### src/design/deq_pkg.sv
// Shared types, constants and ring helpers for the double-ended queue.
package deq_pkg;

    localparam int CAPACITY = 1024;
    localparam int IDX_W    = $clog2(CAPACITY);
    localparam int CNT_W    = $clog2(CAPACITY + 1);
    localparam int SUM_W    = IDX_W + 1;
    localparam int DATA_W   = 32;

    localparam logic [2:0] CMD_PUSH_FRONT = 3'd0;
    localparam logic [2:0] CMD_PUSH_BACK  = 3'd1;
    localparam logic [2:0] CMD_POP_FRONT  = 3'd2;
    localparam logic [2:0] CMD_POP_BACK   = 3'd3;
    localparam logic [2:0] CMD_QUERY      = 3'd4;

    localparam logic [1:0] STATUS_OK    = 2'd0;
    localparam logic [1:0] STATUS_EMPTY = 2'd1;
    localparam logic [1:0] STATUS_FULL  = 2'd2;

    localparam logic signed [DATA_W-1:0] NEG_ONE = -32'sd1;

    typedef enum logic [1:0] {
        S_IDLE,
        S_READ,
        S_HOLD
    } state_t;

    typedef struct packed {
        logic [2:0]               cmd;
        logic signed [DATA_W-1:0] push_value;
    } req_item_t;

    typedef struct packed {
        logic signed [DATA_W-1:0] popped_value;
        logic [1:0]               status;
        logic [CNT_W-1:0]         occupancy;
        logic                     is_empty;
        logic signed [DATA_W-1:0] front_value;
        logic signed [DATA_W-1:0] back_value;
    } rsp_item_t;

    // head + off with wrap; off is always below CAPACITY
    function automatic logic [IDX_W-1:0] ring_add(input logic [IDX_W-1:0] head,
                                                  input logic [CNT_W-1:0] off);
        logic [SUM_W-1:0] sum;
        sum = SUM_W'(head) + SUM_W'(off);
        if (sum >= SUM_W'(CAPACITY)) begin
            sum = sum - SUM_W'(CAPACITY);
        end
        return sum[IDX_W-1:0];
    endfunction

    function automatic logic [IDX_W-1:0] ring_dec(input logic [IDX_W-1:0] head);
        logic [IDX_W-1:0] res;
        if (head == '0) begin
            res = IDX_W'(CAPACITY - 1);
        end
        else begin
            res = head - IDX_W'(1);
        end
        return res;
    endfunction

endpackage

### src/design/deq_out_stage.sv
// Output register stage for result items.
module deq_out_stage (
    input  logic                clk,
    input  logic                rst_n,
    input  logic                load,
    input  deq_pkg::rsp_item_t  load_item,
    output logic                free,
    output logic                rsp_valid,
    input  logic                rsp_ready,
    output deq_pkg::rsp_item_t  rsp
);

    logic               valid_reg;
    deq_pkg::rsp_item_t data_reg;

    assign free = !valid_reg || rsp_ready;

    always_ff @(posedge clk or negedge rst_n)
    begin
        if (!rst_n)
        begin
            valid_reg <= 1'b0;
        end
        else if (load)
        begin
            valid_reg <= 1'b1;
        end
        else if (rsp_ready)
        begin
            valid_reg <= 1'b0;
        end
    end

    always_ff @(posedge clk)
    begin
        if (load)
        begin
            data_reg <= load_item;
        end
    end

    assign rsp_valid = valid_reg;
    assign rsp       = data_reg;

endmodule

### config.mk
export PLATFORM = sky130hd
export DESIGN_NAME = deq_out_stage
export DESIGN_NICKNAME = d
export VERILOG_FILES = /design/src/design/deq_pkg.sv /design/src/design/deq_out_stage.sv
export SDC_FILE = /design/constraint.sdc
export NUM_CORES = 1
export LEC_CHECK = 0
export BUFFER_PORTS_ARGS = -buffer_cell sky130_fd_sc_hd__buf_2
export CAP_MARGIN = 30
export CORE_MARGIN = 8
export CORE_UTILIZATION = 29
export CTS_CLUSTER_SIZE = 30
export DETAILED_ROUTE_END_ITERATION = 10
export PLACE_DENSITY = 0.69
export SLEW_MARGIN = 30
export SYNTH_ARGS = -nofsm -noshare
export SYNTH_HDL_FRONTEND = slang
export SYNTH_SLANG_ARGS = --single-unit
### constraint.sdc
create_clock -name clk -period 1.5 [get_ports clk]
set_clock_uncertainty 0.15 [all_clocks]
set_input_delay 0.225 -clock clk [delete_from_list [all_inputs] [get_ports clk]]
set_output_delay 0.225 -clock clk [all_outputs]
set_load 0.005 [all_outputs]
==> results of run 1 <==
## cell families after synthesis
kind of cell | Yosys count
flops | 111
simple gates | 2
## per-stage QoR
step	utilization, %	hold WS [ps]
2_1_floorplan	-	-221
3_3_place_gp	41.3	-148
3_5_place_dp	41.3	-149
==> flow_metrics.py, run 1 <==
metrics = {
    "die": {
        "start_util_pct": 29.5,
        "die_w_microns": 123,
        "io_pins": 226,
        "dieHeight_microns": 123,
        "num_rows": 39,
    },
    "synth": {
        "synth_most_common_cell": "edfxtp_1",
        "muxShareOfSynthArea_pct": 0,
        "avgSynthCellArea_sq_um": 29.7,
        "synthArstFlopShare_pct": 0.901,
        "synth_xor_area_share_pct": 0,
        "netlist_top_cells_area": "edfxtp_1 (99%), dfrtp_1 (0.75%), nand2b_4 (0.41%)",
        "synth_top_area_cell": "edfxtp_1",
        "synth_area_sq_um": 3350,
        "synth_top_family_by_area": "simple AND/OR/NAND/NOR gates",
        "synthFlopType": "edfxtp_1",
        "synth_top_cell_area_share_pct": 98.6,
        "synthDistinctLibCells": 4,
        "ys_seq_area_share_pct": 99.3,
        "ys_top_cells_by_count": "edfxtp_1 (110), dfrtp_1 (1), nand2b_2 (1), nand2b_4 (1)",
        "ys_ff_latch": 111,
        "synthAdderAreaFrac_pct": 0,
        "synth_nets": 227,
        "yosysWarnings": 0,
        "synth_compound_area_share_pct": 0,
        "synth_edf_count": 110,
        "synth_cells": 113,
        "synthSimpleGateAreaFrac_pct": 0.672,
    },
    "outcome": {
        "outcome": "did not finish",
        "firstError": "[ERROR RSZ-0060] Max buffer count reached.",
        "failing_step": "clock tree synthesis (4_1_cts)",
    },
    "placed_design": {
        "port_buffers": 225,
        "dp_cells": 483,
        "gp_congestion": 0.716,
        "dp_hpwl_microns": 7150,
        "pre_cts_slack_ps": 362,
        "place_area_sq_um": 4700,
    },
    "clock_network": {
        "ctsResizeCount": 0,
        "clockBufferDepth": 2,
        "htree_levels": 3,
        "cts.sinks": 111,
        "cts_buffers": 9,
        "cts_setup_buffers": 0,
        "cts_hold_buf": 101,
        "cts_root_buffer": "clkbuf_16",
    },
}
==> inputs of run 2 (changes only) <==
--- a/config.mk
+++ b/config.mk
@@ -8,10 +8,9 @@
 export BUFFER_PORTS_ARGS = -buffer_cell sky130_fd_sc_hd__buf_2
 export CAP_MARGIN = 30
 export CORE_MARGIN = 8
-export CORE_UTILIZATION = 29
-export CTS_CLUSTER_SIZE = 30
+export CORE_UTILIZATION = 20
 export DETAILED_ROUTE_END_ITERATION = 10
-export PLACE_DENSITY = 0.69
+export PLACE_DENSITY_LB_ADDON = 0.15
 export SLEW_MARGIN = 30
 export SYNTH_ARGS = -nofsm -noshare
 export SYNTH_HDL_FRONTEND = slang
==> flow_metrics.py, run 2 <==
metrics = {
    "die": {
        "start_util_pct": 20.3,
        "die_w_microns": 145,
        "num_rows": 47,
        "io_pins": 226,
        "coreArea_sq_um": 16500,
        "dieHeight_microns": 145,
        "die_area_sq_um": 21200,
    },
    "sta": {
        "max_freq_ghz": 0.728,
        "slew_headroom_pct": 77.3,
        "min_period_ps": 1370,
        "drv_slew": 0,
        "post-route-period-util_pct": 91.6,
        "finalSetupViolations": 0,
        "rsz0062_at_grt": "no",
        "worst_slew_pin_slew_ps": 341,
        "fin_setup_tns_ps": 0,
        "hold_violations": 0,
    },
    "critical_path": {
        "path_cells": "nand2b_4, dlygate4sd3_1, nand2b_2",
        "cpPeakStageDelay_ps": 570,
        "cp_slowest_cell": "dlygate4sd3_1",
        "start_kind": "register",
        "crit_required_ps": 1580,
        "crit_cells": 3,
        "cp_max_fo": 2,
        "crit_type": "reg2reg",
        "rr_worst_depth": 3,
        "worst-path-buf-inv": 1,
        "crit_family": "buffers and inverters",
        "arrival_ps": 1460,
        "end_kind": "register",
    },
    "pwr": {
        "power_mw": 6.82,
        "peakVddDrop_mv": 0.496,
        "p_per_area_nw_per_um2": 1100,
        "leakage_nw": 2.60,
    },
    "grt": {
        "grt_pass1_vias": 2953,
        "grt-ovfl-total": 0,
        "grt_max_degree": 63,
        "met3_usage_pct": 5.47,
        "grt_use_met1_pct": 8.90,
        "antenna_found_initial": 0,
        "grtUsageTotal_pct": 9.91,
        "grt_pass1_wl_microns": 16000,
        "top_usage_layer": "met2",
        "gr-usage-met2_pct": 17.4,
    },
    "synth": {
        "synth_top_area_cell": "edfxtp_1",
        "synth_cells": 113,
        "netlist_top_cells_area": "edfxtp_1 (99%), dfrtp_1 (0.75%), nand2b_4 (0.41%)",
        "ys_top_cells_by_count": "edfxtp_1 (110), dfrtp_1 (1), nand2b_2 (1), nand2b_4 (1)",
        "synthDistinctLibCells": 4,
        "synthFlopType": "edfxtp_1",
        "yosysWarnings": 0,
        "synth_area_sq_um": 3350,
        "avgSynthCellArea_sq_um": 29.7,
        "synthArstFlopShare_pct": 0.901,
        "synth_edf_count": 110,
        "synth_most_common_cell": "edfxtp_1",
        "synth_nets": 227,
        "ys_seq_area_share_pct": 99.3,
        "ys_ff_latch": 111,
        "synth_top_cell_area_share_pct": 98.6,
    },
    "finish": {
        "final_nets": 577,
        "layout_commonest_cell": "buf_2",
        "final_cell_mix": "buf_2 (224), dlygate4sd3_1 (112), edfxtp_1 (110)",
        "n_antenna_cell": 0,
        "area.sequential_sq_um": 3330,
        "fillers": 1588,
        "largest_register_ffs": 110,
        "multi_input_area_sq_um": 22.5,
        "instances_no_fill": 686,
        "final_core_util_pct": 37.7,
        "syn_to_final_growth_pct": 85.0,
        "drive_gt1_share_pct": 51.9,
    },
    "clock_network": {
        "cts.clk_slew.worst_paths_ps": 70,
        "insertion_delay_ps": 340,
        "cts_buffers": 9,
        "htree_levels": 3,
        "cts_hold_buf": 112,
        "cts_root_buffer": "clkbuf_16",
        "cts_setup_buffers": 0,
        "ctsResizeCount": 0,
        "cts.sinks": 111,
        "cts_tree": "yes",
        "clockBufferDepth": 2,
    },
    "placed_design": {
        "gp_congestion": 0.692,
        "port_buffers": 225,
        "dp_hpwl_microns": 7990,
        "dp_cells": 560,
    },
    "outcome": {
        "outcome": "complete, no violations",
    },
    "routing": {
        "first_pass_iters": 4,
        "vias": 2436,
        "drt-initial-drc-count": 98,
        "via_per_inst": 3.55,
        "drc": 0,
        "wirelength_microns": 10600,
        "wire_per_inst_microns": 15.4,
        "postRouteAntennaNets": 0,
    },
    "flow_run": {
        "maxCapViolCount": 0,
    },
    "worst_hold_path": {
        "hold_class": "in2async",
    },
}
## run 2: cell counts after synthesis
Identical to the previous run, type by type.
## run 2: worst paths after layout
kind / from / slack, ps / end
setup / recovery: rsp_valid / 130 / rsp_valid
hold / removal: rst_n / 40 / rsp_valid
setup reg to reg: rsp_valid / 130 / rsp_valid
hold reg to reg: rsp_valid / 980 / rsp_valid
min in group clk: load / 240 / rsp[43]
max in group asynchronous: rst_n / 1080 / rsp_valid
## run 2: kinds of logic (layout without fill, tap and decap cells)
family / after synthesis / in the layout / synth area share (%)
flops: 111 / 111 / 99.3
buf+inv: 0 / 353 / 0
simple gates: 2 / 2 / 0.672
## run 2: power breakdown
group	internal [mW]	leakage [nW]	switching, mW
registers	3.68	1.09	0.0546
clock network	1.28	0.135	1.05
logic	0.458	1.38	0.297
## run 2: layout make-up
type                       count  area share [%]
sequential                   111            53.7
timing repair buffer         339            36.9
tap                          220            4.44
clock buffer                   9            3.63
clock inverter                 5           0.949
multi-input combinational      2           0.363
## run 2: routing by layer
layer | routed length (microns) | share of wire (%)
met4 | 300 | 2.8
met1 | 3630 | 34
met5 | 0 | 0
met2 | 5380 | 51
met3 | 1280 | 12
## run 2: through the flow
step                setup WS [ps]  hold slack (ps)  area, sq um
CTS                           150             7.79         6200
floorplan                     647             -221         3350
global route                 71.8             37.6         6200
detailed placement            327             -146         4790
global placement              339             -148         4790
finish                        126             39.0         6200
No activity file was read; power rests on OpenSTA's default activity.
